**src/design/assert_macros.svh**
```systemverilog
// Assertion macros shared by the block's modules.
`ifndef ASSERT_MACROS_SVH
`define ASSERT_MACROS_SVH

// The consequent must hold in the same cycle as the antecedent.
`define MVT_ASSERT_SAME(lbl, clk, rst_n, ante, cons) \
    lbl: assert property (@(posedge clk) disable iff (!rst_n) (ante) |-> (cons)) \
        else $error("mvt same-cycle check failed");

// The consequent must hold in the cycle after the antecedent.
`define MVT_ASSERT_NEXT(lbl, clk, rst_n, ante, cons) \
    lbl: assert property (@(posedge clk) disable iff (!rst_n) (ante) |=> (cons)) \
        else $error("mvt next-cycle check failed");

`endif

```
**src/design/mvt_pkg.sv**
```systemverilog
// Shared types, codes and the step table of the matrix-vector transform block.
package mvt_pkg;

    localparam logic [1:0] OP_LOAD  = 2'd0;
    localparam logic [1:0] OP_XFORM = 2'd1;
    localparam logic [1:0] OP_TRANS = 2'd2;
    localparam logic [1:0] OP_DET   = 2'd3;

    localparam logic [1:0] ROW_NONE = 2'd3;

    localparam logic KIND_VEC = 1'b0;
    localparam logic KIND_DET = 1'b1;

    localparam logic CFG_IDX_HAND = 1'b0;

    localparam logic [1:0] SRC_VEC = 2'd0;
    localparam logic [1:0] SRC_MAT = 2'd1;
    localparam logic [1:0] SRC_RES = 2'd2;

    localparam int STEP_LAST = 8;

    typedef struct packed {
        logic [1:0] op;
        logic [1:0] row;
    } t_cmd;

    typedef struct packed {
        logic [3:0] a_idx;
        logic [1:0] b_src;
        logic [3:0] b_idx;
        logic       first;
        logic       last;
        logic       neg;
    } t_step_ctl;

    function automatic t_step_ctl f_step_ctl(input logic [3:0] step, input logic is_det,
                                             input logic hand);
        t_step_ctl c;
        c = '0;
        if (!is_det) begin
            c.b_src = SRC_VEC;
            case (step)
                4'd0: begin
                    c.a_idx = 4'd0; c.b_idx = 4'd0; c.first = 1'b1;
                end
                4'd1: begin
                    c.a_idx = hand ? 4'd3 : 4'd1; c.b_idx = 4'd1;
                end
                4'd2: begin
                    c.a_idx = hand ? 4'd6 : 4'd2; c.b_idx = 4'd2; c.last = 1'b1;
                end
                4'd3: begin
                    c.a_idx = hand ? 4'd1 : 4'd3; c.b_idx = 4'd0; c.first = 1'b1;
                end
                4'd4: begin
                    c.a_idx = 4'd4; c.b_idx = 4'd1;
                end
                4'd5: begin
                    c.a_idx = hand ? 4'd7 : 4'd5; c.b_idx = 4'd2; c.last = 1'b1;
                end
                4'd6: begin
                    c.a_idx = hand ? 4'd2 : 4'd6; c.b_idx = 4'd0; c.first = 1'b1;
                end
                4'd7: begin
                    c.a_idx = hand ? 4'd5 : 4'd7; c.b_idx = 4'd1;
                end
                4'd8: begin
                    c.a_idx = 4'd8; c.b_idx = 4'd2; c.last = 1'b1;
                end
                default: begin
                    c.a_idx = 4'd0;
                end
            endcase
        end else begin
            case (step)
                4'd0: begin
                    c.a_idx = 4'd4; c.b_src = SRC_MAT; c.b_idx = 4'd8; c.first = 1'b1;
                end
                4'd1: begin
                    c.a_idx = 4'd5; c.b_src = SRC_MAT; c.b_idx = 4'd7;
                    c.neg = 1'b1; c.last = 1'b1;
                end
                4'd2: begin
                    c.a_idx = 4'd3; c.b_src = SRC_MAT; c.b_idx = 4'd8; c.first = 1'b1;
                end
                4'd3: begin
                    c.a_idx = 4'd5; c.b_src = SRC_MAT; c.b_idx = 4'd6;
                    c.neg = 1'b1; c.last = 1'b1;
                end
                4'd4: begin
                    c.a_idx = 4'd3; c.b_src = SRC_MAT; c.b_idx = 4'd7; c.first = 1'b1;
                end
                4'd5: begin
                    c.a_idx = 4'd4; c.b_src = SRC_MAT; c.b_idx = 4'd6;
                    c.neg = 1'b1; c.last = 1'b1;
                end
                4'd6: begin
                    c.a_idx = 4'd0; c.b_src = SRC_RES; c.b_idx = 4'd0; c.first = 1'b1;
                end
                4'd7: begin
                    c.a_idx = 4'd1; c.b_src = SRC_RES; c.b_idx = 4'd1; c.neg = 1'b1;
                end
                4'd8: begin
                    c.a_idx = 4'd2; c.b_src = SRC_RES; c.b_idx = 4'd2; c.last = 1'b1;
                end
                default: begin
                    c.a_idx = 4'd0;
                end
            endcase
        end
        return c;
    endfunction

endpackage

```
**src/design/mvt_if.sv**
```systemverilog
// Request and result channel interfaces of the matrix-vector transform block.
interface mvt_in_if #(parameter int DATA_WIDTH = 32);
    logic                         valid;
    logic                         ready;
    logic [1:0]                   operation;
    logic [1:0]                   row_index;
    logic signed [DATA_WIDTH-1:0] in_a;
    logic signed [DATA_WIDTH-1:0] in_b;
    logic signed [DATA_WIDTH-1:0] in_c;

    modport source (output valid, operation, row_index, in_a, in_b, in_c, input ready);
    modport sink (input valid, operation, row_index, in_a, in_b, in_c, output ready);
endinterface

interface mvt_out_if #(parameter int DATA_WIDTH = 32);
    logic                         valid;
    logic                         ready;
    logic                         result_kind;
    logic signed [DATA_WIDTH-1:0] out_x;
    logic signed [DATA_WIDTH-1:0] out_y;
    logic signed [DATA_WIDTH-1:0] out_z;
    logic signed [DATA_WIDTH-1:0] det_value;
    logic                         saturated;

    modport source (output valid, result_kind, out_x, out_y, out_z, det_value, saturated,
                    input ready);
    modport sink (input valid, result_kind, out_x, out_y, out_z, det_value, saturated,
                  output ready);
endinterface

```
**src/design/mvt_front.sv**
```systemverilog
// Front end: takes requests, drops loads of the nonexistent row, and queues the rest.
`include "assert_macros.svh"

module mvt_front #(
    parameter int DATA_WIDTH = 32
) (
    input  logic                         i_clk,
    input  logic                         i_rst_n,
    mvt_in_if.sink                       i_req,
    output logic                         o_cmd_valid,
    input  logic                         i_cmd_ready,
    output mvt_pkg::t_cmd                o_cmd,
    output logic signed [DATA_WIDTH-1:0] o_a,
    output logic signed [DATA_WIDTH-1:0] o_b,
    output logic signed [DATA_WIDTH-1:0] o_c
);
    import mvt_pkg::*;

    logic [1:0]                   r_count;
    logic [1:0]                   n_count;
    logic                         r_wr_ptr;
    logic                         r_rd_ptr;
    t_cmd                         r_q_cmd [2];
    logic signed [DATA_WIDTH-1:0] r_q_a [2];
    logic signed [DATA_WIDTH-1:0] r_q_b [2];
    logic signed [DATA_WIDTH-1:0] r_q_c [2];

    logic accept;
    logic drop;
    logic push;
    logic pop;

    assign i_req.ready = (r_count != 2'd2);
    assign accept      = i_req.valid && i_req.ready;
    assign drop        = (i_req.operation == OP_LOAD) && (i_req.row_index == ROW_NONE);
    assign push        = accept && !drop;
    assign pop         = o_cmd_valid && i_cmd_ready;
    assign n_count     = r_count + {1'b0, push} - {1'b0, pop};

    assign o_cmd_valid = (r_count != 2'd0);
    assign o_cmd       = r_q_cmd[r_rd_ptr];
    assign o_a         = r_q_a[r_rd_ptr];
    assign o_b         = r_q_b[r_rd_ptr];
    assign o_c         = r_q_c[r_rd_ptr];

    always_ff @(posedge i_clk) begin
        if (!i_rst_n) begin
            r_count  <= 2'd0;
            r_wr_ptr <= 1'b0;
            r_rd_ptr <= 1'b0;
        end else begin
            r_count <= n_count;
            if (push) begin
                r_wr_ptr <= !r_wr_ptr;
            end
            if (pop) begin
                r_rd_ptr <= !r_rd_ptr;
            end
        end
    end

    always_ff @(posedge i_clk) begin
        if (push) begin
            r_q_cmd[r_wr_ptr] <= '{op: i_req.operation, row: i_req.row_index};
            r_q_a[r_wr_ptr]   <= i_req.in_a;
            r_q_b[r_wr_ptr]   <= i_req.in_b;
            r_q_c[r_wr_ptr]   <= i_req.in_c;
        end
    end

    `MVT_ASSERT_SAME(a_count_range, i_clk, i_rst_n, 1'b1, r_count <= 2'd2)
    `MVT_ASSERT_NEXT(a_drop_no_entry, i_clk, i_rst_n, accept && drop && !pop,
                     r_count == $past(r_count))

endmodule

```
**src/design/mvt_back.sv**
```systemverilog
// Back end: matrix storage and the shared multiply-accumulate sequencer.
`include "assert_macros.svh"

module mvt_back #(
    parameter int DATA_WIDTH = 32,
    parameter int FRAC_BITS  = 16
) (
    input  logic                         i_clk,
    input  logic                         i_rst_n,
    input  logic                         i_hand,
    input  logic                         i_cmd_valid,
    output logic                         o_cmd_ready,
    input  mvt_pkg::t_cmd                i_cmd,
    input  logic signed [DATA_WIDTH-1:0] i_a,
    input  logic signed [DATA_WIDTH-1:0] i_b,
    input  logic signed [DATA_WIDTH-1:0] i_c,
    mvt_out_if.source                    o_rsp
);
    import mvt_pkg::*;

    localparam int PROD_W = 2 * DATA_WIDTH;
    localparam int ACC_W  = 2 * DATA_WIDTH + 2;

    localparam logic [2:0] ST_IDLE = 3'd0;
    localparam logic [2:0] ST_MUL  = 3'd1;
    localparam logic [2:0] ST_ACC  = 3'd2;
    localparam logic [2:0] ST_RND  = 3'd3;
    localparam logic [2:0] ST_DONE = 3'd4;

    localparam logic signed [ACC_W-1:0]      HALF    = ACC_W'(1) << (FRAC_BITS - 1);
    localparam logic signed [DATA_WIDTH-1:0] SAT_MAX = {1'b0, {(DATA_WIDTH-1){1'b1}}};
    localparam logic signed [DATA_WIDTH-1:0] SAT_MIN = {1'b1, {(DATA_WIDTH-1){1'b0}}};

    logic [2:0]                   r_state, n_state;
    logic [3:0]                   r_step, n_step;
    logic [1:0]                   r_grp, n_grp;
    logic                         r_is_det, n_is_det;
    logic                         r_sat, n_sat;
    logic                         r_out_valid, n_out_valid;
    logic signed [DATA_WIDTH-1:0] r_mat [9];
    logic signed [DATA_WIDTH-1:0] n_mat [9];

    logic signed [DATA_WIDTH-1:0] r_vec [3];
    logic signed [DATA_WIDTH-1:0] n_vec [3];
    logic signed [DATA_WIDTH-1:0] r_res [3];
    logic signed [DATA_WIDTH-1:0] n_res [3];
    logic signed [DATA_WIDTH-1:0] r_det, n_det;
    logic signed [PROD_W-1:0]     r_prod, n_prod;
    logic signed [ACC_W-1:0]      r_acc, n_acc;
    logic                         r_out_kind, n_out_kind;
    logic signed [DATA_WIDTH-1:0] r_out_x, n_out_x;
    logic signed [DATA_WIDTH-1:0] r_out_y, n_out_y;
    logic signed [DATA_WIDTH-1:0] r_out_z, n_out_z;
    logic signed [DATA_WIDTH-1:0] r_out_det, n_out_det;
    logic                         r_out_sat, n_out_sat;

    t_step_ctl                    ctl;
    logic signed [DATA_WIDTH-1:0] op_a;
    logic signed [DATA_WIDTH-1:0] op_b;
    logic signed [PROD_W-1:0]     w_prod;
    logic signed [ACC_W-1:0]      prod_ext;
    logic signed [ACC_W-1:0]      acc_sum;
    logic signed [ACC_W-1:0]      rnd_sum;
    logic signed [ACC_W-1:0]      rnd_sh;
    logic                         fits;
    logic signed [DATA_WIDTH-1:0] rnd_val;
    logic                         last_grp;

    assign o_cmd_ready = (r_state == ST_IDLE);

    assign o_rsp.valid       = r_out_valid;
    assign o_rsp.result_kind = r_out_kind;
    assign o_rsp.out_x       = r_out_x;
    assign o_rsp.out_y       = r_out_y;
    assign o_rsp.out_z       = r_out_z;
    assign o_rsp.det_value   = r_out_det;
    assign o_rsp.saturated   = r_out_sat;

    always_comb begin
        ctl  = f_step_ctl(r_step, r_is_det, i_hand);
        op_a = r_mat[ctl.a_idx];
        case (ctl.b_src)
            SRC_VEC: op_b = r_vec[ctl.b_idx[1:0]];
            SRC_MAT: op_b = r_mat[ctl.b_idx];
            SRC_RES: op_b = r_res[ctl.b_idx[1:0]];
            default: op_b = '0;
        endcase
    end

    assign w_prod   = op_a * op_b;
    assign prod_ext = ACC_W'(r_prod);
    assign acc_sum  = (ctl.first ? '0 : r_acc) + (ctl.neg ? -prod_ext : prod_ext);

    assign rnd_sum  = r_acc + HALF;
    assign rnd_sh   = rnd_sum >>> FRAC_BITS;
    assign fits     = (&rnd_sh[ACC_W-1:DATA_WIDTH-1]) || !(|rnd_sh[ACC_W-1:DATA_WIDTH-1]);
    assign rnd_val  = fits ? rnd_sh[DATA_WIDTH-1:0] : (rnd_sh[ACC_W-1] ? SAT_MIN : SAT_MAX);
    assign last_grp = r_is_det ? (r_grp == 2'd3) : (r_grp == 2'd2);

    always_comb begin
        n_state     = r_state;
        n_step      = r_step;
        n_grp       = r_grp;
        n_is_det    = r_is_det;
        n_sat       = r_sat;
        n_out_valid = r_out_valid;
        n_mat       = r_mat;
        n_vec       = r_vec;
        n_res       = r_res;
        n_det       = r_det;
        n_prod      = r_prod;
        n_acc       = r_acc;
        n_out_kind  = r_out_kind;
        n_out_x     = r_out_x;
        n_out_y     = r_out_y;
        n_out_z     = r_out_z;
        n_out_det   = r_out_det;
        n_out_sat   = r_out_sat;

        if (r_out_valid && o_rsp.ready) begin
            n_out_valid = 1'b0;
        end

        case (r_state)
            ST_IDLE: begin
                if (i_cmd_valid) begin
                    case (i_cmd.op)
                        OP_LOAD: begin
                            for (int r = 0; r < 3; r++) begin
                                if (i_cmd.row == 2'(r)) begin
                                    n_mat[3*r]     = i_a;
                                    n_mat[3*r + 1] = i_b;
                                    n_mat[3*r + 2] = i_c;
                                end
                            end
                        end
                        OP_TRANS: begin
                            n_mat[1] = r_mat[3];
                            n_mat[3] = r_mat[1];
                            n_mat[2] = r_mat[6];
                            n_mat[6] = r_mat[2];
                            n_mat[5] = r_mat[7];
                            n_mat[7] = r_mat[5];
                        end
                        OP_XFORM, OP_DET: begin
                            n_vec[0] = i_a;
                            n_vec[1] = i_b;
                            n_vec[2] = i_c;
                            n_is_det = (i_cmd.op == OP_DET);
                            n_step   = 4'd0;
                            n_grp    = 2'd0;
                            n_sat    = 1'b0;
                            n_state  = ST_MUL;
                        end
                        default: begin
                            n_state = ST_IDLE;
                        end
                    endcase
                end
            end
            ST_MUL: begin
                n_prod  = w_prod;
                n_state = ST_ACC;
            end
            ST_ACC: begin
                n_acc = acc_sum;
                if (ctl.last) begin
                    n_state = ST_RND;
                end else begin
                    n_step  = r_step + 4'd1;
                    n_state = ST_MUL;
                end
            end
            ST_RND: begin
                if (r_grp == 2'd3) begin
                    n_det = rnd_val;
                end else begin
                    n_res[r_grp] = rnd_val;
                end
                n_sat = r_sat || !fits;
                if (last_grp) begin
                    n_state = ST_DONE;
                end else begin
                    n_grp   = r_grp + 2'd1;
                    n_step  = r_step + 4'd1;
                    n_state = ST_MUL;
                end
            end
            ST_DONE: begin
                if (!r_out_valid || o_rsp.ready) begin
                    n_out_valid = 1'b1;
                    n_out_kind  = r_is_det ? KIND_DET : KIND_VEC;
                    n_out_x     = r_is_det ? '0 : r_res[0];
                    n_out_y     = r_is_det ? '0 : r_res[1];
                    n_out_z     = r_is_det ? '0 : r_res[2];
                    n_out_det   = r_is_det ? r_det : '0;
                    n_out_sat   = r_sat;
                    n_state     = ST_IDLE;
                end
            end
            default: begin
                n_state = ST_IDLE;
            end
        endcase
    end

    always_ff @(posedge i_clk) begin
        if (!i_rst_n) begin
            r_state     <= ST_IDLE;
            r_step      <= 4'd0;
            r_grp       <= 2'd0;
            r_is_det    <= 1'b0;
            r_sat       <= 1'b0;
            r_out_valid <= 1'b0;
            for (int i = 0; i < 9; i++) begin
                r_mat[i] <= '0;
            end
        end else begin
            r_state     <= n_state;
            r_step      <= n_step;
            r_grp       <= n_grp;
            r_is_det    <= n_is_det;
            r_sat       <= n_sat;
            r_out_valid <= n_out_valid;
            r_mat       <= n_mat;
        end
    end

    always_ff @(posedge i_clk) begin
        r_vec      <= n_vec;
        r_res      <= n_res;
        r_det      <= n_det;
        r_prod     <= n_prod;
        r_acc      <= n_acc;
        r_out_kind <= n_out_kind;
        r_out_x    <= n_out_x;
        r_out_y    <= n_out_y;
        r_out_z    <= n_out_z;
        r_out_det  <= n_out_det;
        r_out_sat  <= n_out_sat;
    end

    `MVT_ASSERT_SAME(a_step_range, i_clk, i_rst_n, r_state != ST_IDLE,
                     r_step <= 4'(STEP_LAST))
    `MVT_ASSERT_NEXT(a_last_group_done, i_clk, i_rst_n, r_state == ST_RND && last_grp,
                     r_state == ST_DONE)
    `MVT_ASSERT_NEXT(a_done_holds, i_clk, i_rst_n,
                     r_state == ST_DONE && r_out_valid && !o_rsp.ready, r_state == ST_DONE)

endmodule

```
**src/design/matrix3x3_vector_transform.sv**
```systemverilog
// Top level of the 3x3 fixed-point matrix-vector transform block.
//
// Requests arrive on i_req (valid/ready): load a matrix row, transform a vector,
// transpose the stored matrix, or compute its determinant. Transform and determinant
// requests each return one result on o_rsp (valid/ready); loads and transposes return
// nothing. The handedness register lives at APB address 0; bit 0 selects column-wise
// transforms. pready is tied high.
// A two-entry queue sits between the request channel and the execution sequencer, so
// up to two requests are taken while the sequencer works or a result waits.
// Loads and transposes retire in the sequencer's idle state, one per cycle while idle.
// Transforms and determinants share a single multiplier: each product passes through a
// multiply state and an accumulate state, and each rounded value through a rounding state.
// A transform (nine products, three roundings) or a determinant (nine products, four
// roundings) holds the sequencer until its result is written to the output register
// that drives o_rsp.valid.
// When the receiver stalls, the finished result waits in the output register and the
// sequencer holds the next one until that register frees up.
// Reset clears the matrix to zero and handedness to row-wise, and empties the queue.
module matrix3x3_vector_transform #(
    parameter int DATA_WIDTH = 32,
    parameter int FRAC_BITS  = 16
) (
    input  logic        i_clk,
    input  logic        i_rst_n,
    mvt_in_if.sink      i_req,
    mvt_out_if.source   o_rsp,
    input  logic        psel,
    input  logic        penable,
    input  logic        pwrite,
    input  logic [2:0]  paddr,
    input  logic [31:0] pwdata,
    output logic [31:0] prdata,
    output logic        pready
);
    import mvt_pkg::*;

    logic                         r_hand;
    logic                         cfg_wr;
    logic                         cmd_valid;
    logic                         cmd_ready;
    t_cmd                         cmd;
    logic signed [DATA_WIDTH-1:0] cmd_a;
    logic signed [DATA_WIDTH-1:0] cmd_b;
    logic signed [DATA_WIDTH-1:0] cmd_c;

    assign pready = 1'b1;
    assign cfg_wr = psel && penable && pwrite && pready;
    assign prdata = (paddr[2] == CFG_IDX_HAND) ? 32'(r_hand) : 32'd0;

    always_ff @(posedge i_clk) begin
        if (!i_rst_n) begin
            r_hand <= 1'b0;
        end else if (cfg_wr && (paddr[2] == CFG_IDX_HAND)) begin
            r_hand <= pwdata[0];
        end
    end

    mvt_front #(
        .DATA_WIDTH (DATA_WIDTH)
    ) u_front (
        .i_clk       (i_clk),
        .i_rst_n     (i_rst_n),
        .i_req       (i_req),
        .o_cmd_valid (cmd_valid),
        .i_cmd_ready (cmd_ready),
        .o_cmd       (cmd),
        .o_a         (cmd_a),
        .o_b         (cmd_b),
        .o_c         (cmd_c)
    );

    mvt_back #(
        .DATA_WIDTH (DATA_WIDTH),
        .FRAC_BITS  (FRAC_BITS)
    ) u_back (
        .i_clk       (i_clk),
        .i_rst_n     (i_rst_n),
        .i_hand      (r_hand),
        .i_cmd_valid (cmd_valid),
        .o_cmd_ready (cmd_ready),
        .i_cmd       (cmd),
        .i_a         (cmd_a),
        .i_b         (cmd_b),
        .i_c         (cmd_c),
        .o_rsp       (o_rsp)
    );

endmodule

```
**src/flat_wrapper.sv**
```systemverilog
// flat-port wrapper written by rule: the top's interface ports become plain ports
module matrix3x3_vector_transform_flat import mvt_pkg::*;
#(
    parameter int DATA_WIDTH = 32,
    parameter int FRAC_BITS  = 16
)
  (i_clk, i_rst_n, psel, penable, pwrite, paddr, pwdata, prdata, pready, i_req_valid, i_req_operation, i_req_row_index, i_req_in_a, i_req_in_b, i_req_in_c, i_req_ready, o_rsp_valid, o_rsp_result_kind, o_rsp_out_x, o_rsp_out_y, o_rsp_out_z, o_rsp_det_value, o_rsp_saturated, o_rsp_ready);
  mvt_in_if #(.DATA_WIDTH(DATA_WIDTH)) i_req_i ();
  mvt_out_if #(.DATA_WIDTH(DATA_WIDTH)) o_rsp_i ();
  input  logic i_clk;
  input  logic i_rst_n;
  input  logic psel;
  input  logic penable;
  input  logic pwrite;
  input  logic [2:0] paddr;
  input  logic [31:0] pwdata;
  output logic [31:0] prdata;
  output logic pready;
  input wire logic [$bits(i_req_i.valid)-1:0] i_req_valid;
  input wire logic [$bits(i_req_i.operation)-1:0] i_req_operation;
  input wire logic [$bits(i_req_i.row_index)-1:0] i_req_row_index;
  input wire logic [$bits(i_req_i.in_a)-1:0] i_req_in_a;
  input wire logic [$bits(i_req_i.in_b)-1:0] i_req_in_b;
  input wire logic [$bits(i_req_i.in_c)-1:0] i_req_in_c;
  output wire logic [$bits(i_req_i.ready)-1:0] i_req_ready;
  output wire logic [$bits(o_rsp_i.valid)-1:0] o_rsp_valid;
  output wire logic [$bits(o_rsp_i.result_kind)-1:0] o_rsp_result_kind;
  output wire logic [$bits(o_rsp_i.out_x)-1:0] o_rsp_out_x;
  output wire logic [$bits(o_rsp_i.out_y)-1:0] o_rsp_out_y;
  output wire logic [$bits(o_rsp_i.out_z)-1:0] o_rsp_out_z;
  output wire logic [$bits(o_rsp_i.det_value)-1:0] o_rsp_det_value;
  output wire logic [$bits(o_rsp_i.saturated)-1:0] o_rsp_saturated;
  input wire logic [$bits(o_rsp_i.ready)-1:0] o_rsp_ready;
  assign i_req_i.valid = i_req_valid;
  assign i_req_i.operation = i_req_operation;
  assign i_req_i.row_index = i_req_row_index;
  assign i_req_i.in_a = i_req_in_a;
  assign i_req_i.in_b = i_req_in_b;
  assign i_req_i.in_c = i_req_in_c;
  assign i_req_ready = i_req_i.ready;
  assign o_rsp_valid = o_rsp_i.valid;
  assign o_rsp_result_kind = o_rsp_i.result_kind;
  assign o_rsp_out_x = o_rsp_i.out_x;
  assign o_rsp_out_y = o_rsp_i.out_y;
  assign o_rsp_out_z = o_rsp_i.out_z;
  assign o_rsp_det_value = o_rsp_i.det_value;
  assign o_rsp_saturated = o_rsp_i.saturated;
  assign o_rsp_i.ready = o_rsp_ready;
  matrix3x3_vector_transform #(.DATA_WIDTH(DATA_WIDTH), .FRAC_BITS(FRAC_BITS)) u_core (.i_clk(i_clk), .i_rst_n(i_rst_n), .i_req(i_req_i), .o_rsp(o_rsp_i), .psel(psel), .penable(penable), .pwrite(pwrite), .paddr(paddr), .pwdata(pwdata), .prdata(prdata), .pready(pready));
endmodule
```
**config.mk**
```make
export PLATFORM = sky130hd
export DESIGN_NAME = matrix3x3_vector_transform_flat
export DESIGN_NICKNAME = d
export VERILOG_FILES = /design/src/design/mvt_pkg.sv /design/src/design/mvt_if.sv /design/src/design/mvt_front.sv /design/src/design/mvt_back.sv /design/src/design/matrix3x3_vector_transform.sv /design/src/flat_wrapper.sv
export VERILOG_INCLUDE_DIRS = /design/src /design/src/design
export SDC_FILE = /design/constraint.sdc
export NUM_CORES = 2
export LEC_CHECK = 0
export BUFFER_PORTS_ARGS = -buffer_cell sky130_fd_sc_hd__buf_2
export CAP_MARGIN = 10
export CORE_MARGIN = 2
export CORE_UTILIZATION = 35
export DETAILED_ROUTE_END_ITERATION = 7
export SLEW_MARGIN = 25
export SYNTH_ARGS = -nofsm -noshare
export SYNTH_HDL_FRONTEND = slang
export SYNTH_SLANG_ARGS = --single-unit
```
**constraint.sdc**
```tcl
create_clock -name i_clk -period 19.2 [get_ports i_clk]
set_input_delay 2.88 -clock i_clk [delete_from_list [all_inputs] [get_ports i_clk]]
set_output_delay 2.88 -clock i_clk [all_outputs]
set_load 0.05 [all_outputs]
```
=== Yosys cells after proc, flatten, opt, wreduce, memory -nomap -nowiden ===
Memory sizes are Yosys's and may differ from the RTL's. A register that Yosys moved wholly into a read port is not among the register bits.
Cells that the tools add are included.

* Shift operators: 0
* $add $sub $neg: 7
* Bitwise gates (word level): 6
* Div/mod/pow operators: 0
* Order comparisons: 5
* Equal/unequal tests: 31
* Multipliers: 1
* Multiplexer cells: 76
* Reduce and logical (&&, ||, !) cells: 57

{| class="wikitable"
|+ Operators by type and width
! cell !! number
|-
| 96-bit one-hot mux with 2 select lines || 2
|-
| 32-bit 2-to-1 mux || 11
|-
| 32-bit binary-select mux with 4-bit select || 2
|-
| 96-bit 2-to-1 mux || 2
|-
| 66-bit 2-to-1 mux || 2
|-
| 32-bit binary-select mux with 2-bit select || 2
|-
| 96-bit bitwise mux || 1
|-
| 32-bit one-hot mux with 3 select lines || 1
|-
| 66-bit by 17-bit adder with 66-bit output, second input constant || 1
|-
| 66-bit adder || 1
|-
| 66-bit negation || 1
|-
| 32-bit demux with 2-bit select || 1
|-
| 32-bit by 32-bit multiplier with 64-bit output || 1
|-
| 64-bit 2-to-1 mux || 1
|-
| 6-bit one-hot mux with 6 select lines || 1
|-
| 4-bit one-hot mux with 8 select lines || 1
|-
| 3-bit one-hot mux with 5 select lines || 2
|-
| 4-bit AND reduction || 7
|-
| 1-bit 2-to-1 mux || 24
|-
| 19-bit AND reduction || 1
|-
| 19-bit OR reduction || 1
|-
| 3-bit 2-to-1 mux || 6
|-
| 2-bit != test, second input constant || 9
|-
| 4-bit by 3-bit equality test with 1-bit output, second input constant || 4
|-
| other kinds (38) || 98
|}

* Memory bits (writable): 200
* Register bits: 789
* Logic and storage cells: 221
* Output and inout bits: 165
* Bits in read-only memories: 0
* Input bits: 142
* Memories kept: 4
* Bits in latches: 0

{| class="wikitable"
|+ Memory list
! name !! words !! bits a word !! rd ports !! clocked after memory_dff !! write ports !! RTL line !! RTL
|-
| u_core.u_front.r_q_a || 2 || 32 || 1 || 1 || 1 || mvt_front.sv:24 || <nowiki>logic signed [DATA_WIDTH-1:0] r_q_a [2];</nowiki>
|-
| u_core.u_front.r_q_b || 2 || 32 || 1 || 1 || 1 || mvt_front.sv:25 || <nowiki>logic signed [DATA_WIDTH-1:0] r_q_b [2];</nowiki>
|-
| u_core.u_front.r_q_c || 2 || 32 || 1 || 1 || 1 || mvt_front.sv:26 || <nowiki>logic signed [DATA_WIDTH-1:0] r_q_c [2];</nowiki>
|-
| u_core.u_front.r_q_cmd || 2 || 4 || 1 || 1 || 1 || mvt_front.sv:23 || <nowiki>t_cmd r_q_cmd [2];</nowiki>
|}

=== Longest topological paths before layout ===
* Depth after elaboration: 10
* Mapped depth: 41
* Depth with buffers taken out: 36

=== Hierarchy ===
From an unflattened synthesis, not the netlist that was laid out.

* Cells, all modules: 8,623
* Area, all modules: 83,691.5 sq um

{| class="wikitable"
|+ Modules (own cells, without submodules)
! module !! instances !! area an instance (sq um) !! sequential area each (sq um) !! cells an instance
|-
| mvt_back || 1 || 75,846.5 || 20,539.7 || 8,246
|-
| mvt_front || 1 || 7,529.7 || 6,105.9 || 337
|-
| matrix3x3_vector_transform || 1 || 315.3 || 20.0 || 40
|}

=== Worst setup path after synthesis ===
OpenSTA, ideal clock, no wires.

* Kind: register to register
* Start point: reg u_core.u_back.r_step[0]
* End point: reg u_core.u_back.r_prod[63], data pin
* Stages on the path, launching flop included: 37
* Period minus slack after synthesis: 10,124 ps
* Buffers on the path: 4
* Arrival: 9,864 ps
* Setup time: 260 ps
* Data required time: 18,940 ps
* Setup slack: 9,076 ps
* Cell sequence: dfxtp_1 -> inv_1 -> ha_1 -> nor2_1 -> a211o_1 -> buf_2 -> buf_2 -> buf_1 -> mux2i_1 -> o22ai_1 -> a22oi_1 -> o21ai_0 -> o21ai_1 -> clkbuf_1 -> nor2_1 -> fa_1 -> inv_1 -> fa_1 -> inv_1 -> fa_1 -> fa_1 -> inv_1 -> fa_1 -> inv_1 -> fa_1 -> inv_1 -> fa_1 -> inv_1 -> fa_1 -> ha_1 -> nand2_1 -> o31a_1 -> or2_2 -> o21ai_0 -> a31o_2 -> o221ai_1 -> xnor2_1

* Longest elaborated chain between the ends: 10
* Elaborated cells on any way between the ends: 42
* Those cells by class: 1 x mul; 10 x eq/ne; 18 x mux; 3 x bitwise; 10 x reduce/logical

{| class="wikitable"
|+ Ends and longest elaborated chain
! item !! RTL line !! RTL
|-
| start, declared || mvt_back.sv:35 || <nowiki>logic [3:0] r_step, n_step;</nowiki>
|-
| start signal, assigned || mvt_back.sv:220 || <nowiki>r_step <= n_step;</nowiki>
|-
| 4-bit by 3-bit equality test with 1-bit output, or another cell as far along || mvt_pkg.sv:42, mvt_pkg.sv:75 ||
|-
| 2-bit OR reduction (no line) / 3-bit OR reduction (equally long branches) || - ||
|-
| 6-bit one-hot mux with 6 select lines / 2-bit one-hot mux with 2 select lines (equally long branches) || mvt_pkg.sv:75, mvt_pkg.sv:42 ||
|-
| 12-bit 2-to-1 mux (*) || mvt_pkg.sv:40 || <nowiki>if (!is_det) begin</nowiki>
|-
| 4-bit inverter with 5-bit output (not written as such) / 2-bit inverter with 3-bit output (equally long branches) || mvt_back.sv:84, mvt_back.sv:83, mvt_back.sv:85 ||
|-
| 32-bit binary-select mux with 4-bit select, or another cell as far along || mvt_back.sv:84 || <nowiki>SRC_MAT: op_b = r_mat[ctl.b_idx];</nowiki>
|-
| 32-bit 2-to-1 mux (on tied branches) (2 in series) || mvt_back.sv:84, mvt_back.sv:83, mvt_back.sv:85 ||
|-
| 32-bit one-hot mux with 3 select lines || mvt_back.sv:82 || <nowiki>case (ctl.b_src)</nowiki>
|-
| 32-bit by 32-bit multiplier with 64-bit output (*) || mvt_back.sv:90 || <nowiki>assign w_prod = op_a * op_b;</nowiki>
|-
| named net u_core.u_back.w_prod[63] || mvt_back.sv:60 || <nowiki>logic signed [PROD_W-1:0] w_prod;</nowiki>
|-
| end signal, assigned || mvt_back.sv:233 || <nowiki>r_prod <= n_prod;</nowiki>
|-
| end, declared || mvt_back.sv:48 || <nowiki>logic signed [PROD_W-1:0] r_prod, n_prod;</nowiki>
|}

Mark *: on every way through the listed nets, which the timed path passes. The rest lies on a longest branch. The select of a mux whose other input is x is not followed.
A chain may end at the register's enable or synchronous reset.

=== Worst setup path after layout ===
Same ends and word-level chain as after synthesis.

==> flow_summary.json <==
{
  "drive_above_1_share": 0.0916,
  "post-synth-top-area-fraction": 0.257,
  "synth.distinct_cells": 97,
  "grt_setup_unrepaired": "false",
  "drtAntennaViolNets": 0,
  "critPathLaunchType": "flip-flop",
  "grt_usage": 0.227,
  "syn-cell-area_um2": 84400,
  "final_nets": 10000,
  "hold_viol_final": 0,
  "p_per_area_nw_per_um2": 190,
  "netlist_instances": 8521,
  "worst_path_dominant_cell_family": "adder cells",
  "ios": 307,
  "drt_iter0_drc": 6742,
  "fin_ws_ps": 6540,
  "grt_max_degree": 114,
  "vdd_drop_max_uv": 355,
  "cp.required_ps": 19660,
  "tns_ps": 0,
  "yosys.area.top_type": "fa_1",
  "fp-row-count": 180,
  "power.total_uw": 17700,
  "max_stage_delay_ps": 920,
  "io_buffers": 241,
  "vias": 64300,
  "cts_buffer_depth": 3,
  "dr.pass1.iters": 8,
  "synth_seq_cells": 990,
  "cts_tree": "yes",
  "avgSynthCellArea_um2": 9.91,
  "die-area_um2": 245000,
  "async_flop_share": 0,
  "core_area_um2": 240000,
  "path_common_cell": "fa_1",
  "worst_slew_pin_slew_ps": 1150,
  "h-tree-depth": 3,
  "n_fill_cell": 23500,
  "fin_crit_ps": 12660,
  "die_h_um": 495,
  "violations": "design-rule violations",
  "gp_congestion": 0.954,
  "area_growth_pct": 10.4,
  "synth-seq-area-share": 0.316,
  "clk_pin_slew_worst_paths_ps": 60,
  "grt_pass1_wl_um": 418000,
  "start_util": 0.351,
  "worst_path_max_delay_cell": "fa_1",
  "drc": 1,
  "antenna_found_initial": 30,
  "crit_path_end_kind": "flip-flop",
  "wl_per_cell_um": 23.7,
  "ys_top_cells_by_area": "fa_1 (26%), edfxtp_1 (24%), dfxtp_1 (7.3%), nand2_1 (6.0%), inv_1 (4.9%)",
  "hpwl_um": 207000,
  "setup_viol": 0,
  "die_w_um": 495,
  "hold_class": "flip-flop to flip-flop",
  "holdWs_ps": 481,
  "skew_ps": 73.9,
  "insertion_delay_ps": 800,
  "multi_input_area_um2": 52300,
  "leakage_uw": 0.0409,
  "grt_pass1_vias": 65000,
  "wl_um": 280000,
  "cp.arrival_ps": 13120,
  "cts_setup_buffers": 0,
  "root_buffer": "clkbuf_16",
  "post-place-ws_ps": 6640,
  "fin_crit_sh": 0.659,
  "seq_area_um2": 26700,
  "synth_enable_flop_cells": 684,
  "cts_resized": 0,
  "clock-sinks": 990,
  "final_max_slew_viol_count": 0,
  "overflow": 0,
  "path_buf_inv": 9,
  "ys.flop_type": "edfxtp_1",
  "hold_buffers": 0,
  "stdcell_count": 11800,
  "cts_buffers": 109,
  "synth_common_cells": "nand2_1 (1350), inv_1 (1092), fa_1 (1084)",
  "status": "finished with violations",
  "place.detailed.instances": 11600,
  "relSlewSlack": 0.212,
  "drv_cap": 0,
  "vias_per_cell": 5.44,
  "yosys_warnings": 0,
  "synthMostInstantiatedCell": "nand2_1",
  "crit_fanout": 52,
  "timing.fmax_mhz": 79.0,
  "critical_path_class": "flip-flop to flip-flop"
}
## cell type report
type | instances | share of cell area
tap | 3185 | 0.0427
antenna | 10 | 0.000268
inverter | 1092 | 0.0440
sequential | 990 | 0.286
clock buffer | 134 | 0.0314
timing repair buffer | 392 | 0.0267
clock inverter | 73 | 0.00792
multi-input combinational | 5943 | 0.561
## metal layers
metal	vias up	routed length, µm	global-route usage
met1	32500	111000	0.292
li1	27900	-	-
met2	3206	125000	0.356
met5	-	856	0
met4	36	13500	0.0999
met3	651	29700	0.0655
## worst reg2reg max path, delay by kind of cell (launching register included)
family	cells	cell delay, ps
buf+inv	9	2430
fa+ha+maj	10	5150
xor+xnor	1	190
mux	1	320
flops	1	430
compound gates	9	2790
simple gates	5	1050
## sequential cells by signal, indices dropped and copies added (netlist names), 3 cells and up, named ones only
name	flops
u_core.u_back.r_acc	66
u_core.u_back.o_rsp.out_x	32
u_core.u_back.r_det	32
u_core.u_back.o_rsp.out_z	32
u_core.u_back.r_vec	96
u_core.u_back.o_rsp.out_y	32
u_core.u_back.r_prod	64
u_core.u_front.r_q_a	64
u_core.u_back.o_rsp.det_value	32
u_core.u_back.r_res	96
u_core.u_back.r_mat	288
u_core.u_front.r_q_b	64
u_core.u_front.r_q_cmd	8
u_core.u_front.r_q_c	64
u_core.u_back.r_state	3
u_core.u_back.r_step	4
## path summary, 6_finish.rpt
| check | start | to | slack (ps) | cells past startpoint |
|---|---|---|---|---|
| hold / removal | u_core.u_back.r_mat[249] | u_core.u_back.r_mat[249] | 480 | 2 |
| hold reg to reg | u_core.u_back.r_mat[249] | u_core.u_back.r_mat[249] | 480 | 2 |
| setup reg to reg | u_core.u_back.r_step[0] | u_core.u_back.r_prod[63] | 6540 | 35 |
| setup / recovery | u_core.u_back.r_step[0] | u_core.u_back.r_prod[63] | 6540 | 35 |
## power breakdown
part | internal, µW | switching (µW)
Sequential | 2970 | 259
Clock | 1230 | 928
Combinational | 4310 | 7980
Total | 8510 | 9170
## metrics by stage
stage          instance area [µm²]   util
5_1_grt                      93200  0.388
2_1_floorplan                84600      -
3_5_place_dp                 89400  0.372
6_report                     93200  0.388
3_3_place_gp                 89300  0.372
4_1_cts                      93100  0.387
## layout by cell type, fill, tap and decap left out, drive strengths merged, types with 193 or more instances in the layout
master,instances
nand2,1350
edfxtp,684
nand3,239
ha,260
buf,392
o211a,193
a21oi,236
fa,1084
inv,1102
dfxtp,306
nor2,647
mux2i,208
## cells by family after synthesis
kind of cell             after synthesis  synth area share
AND/OR/NAND/NOR                     2840             0.149
flip-flops                           990             0.316
other                                  2         0.0000889
buffers and inverters               1618            0.0745
adder cells (fa/ha/maj)             1344             0.296
AO/OA/AOI/OAI                       1195             0.102
multiplexers                         294            0.0385
XOR/XNOR                             238            0.0247
(Power assumes the default switching activity.)
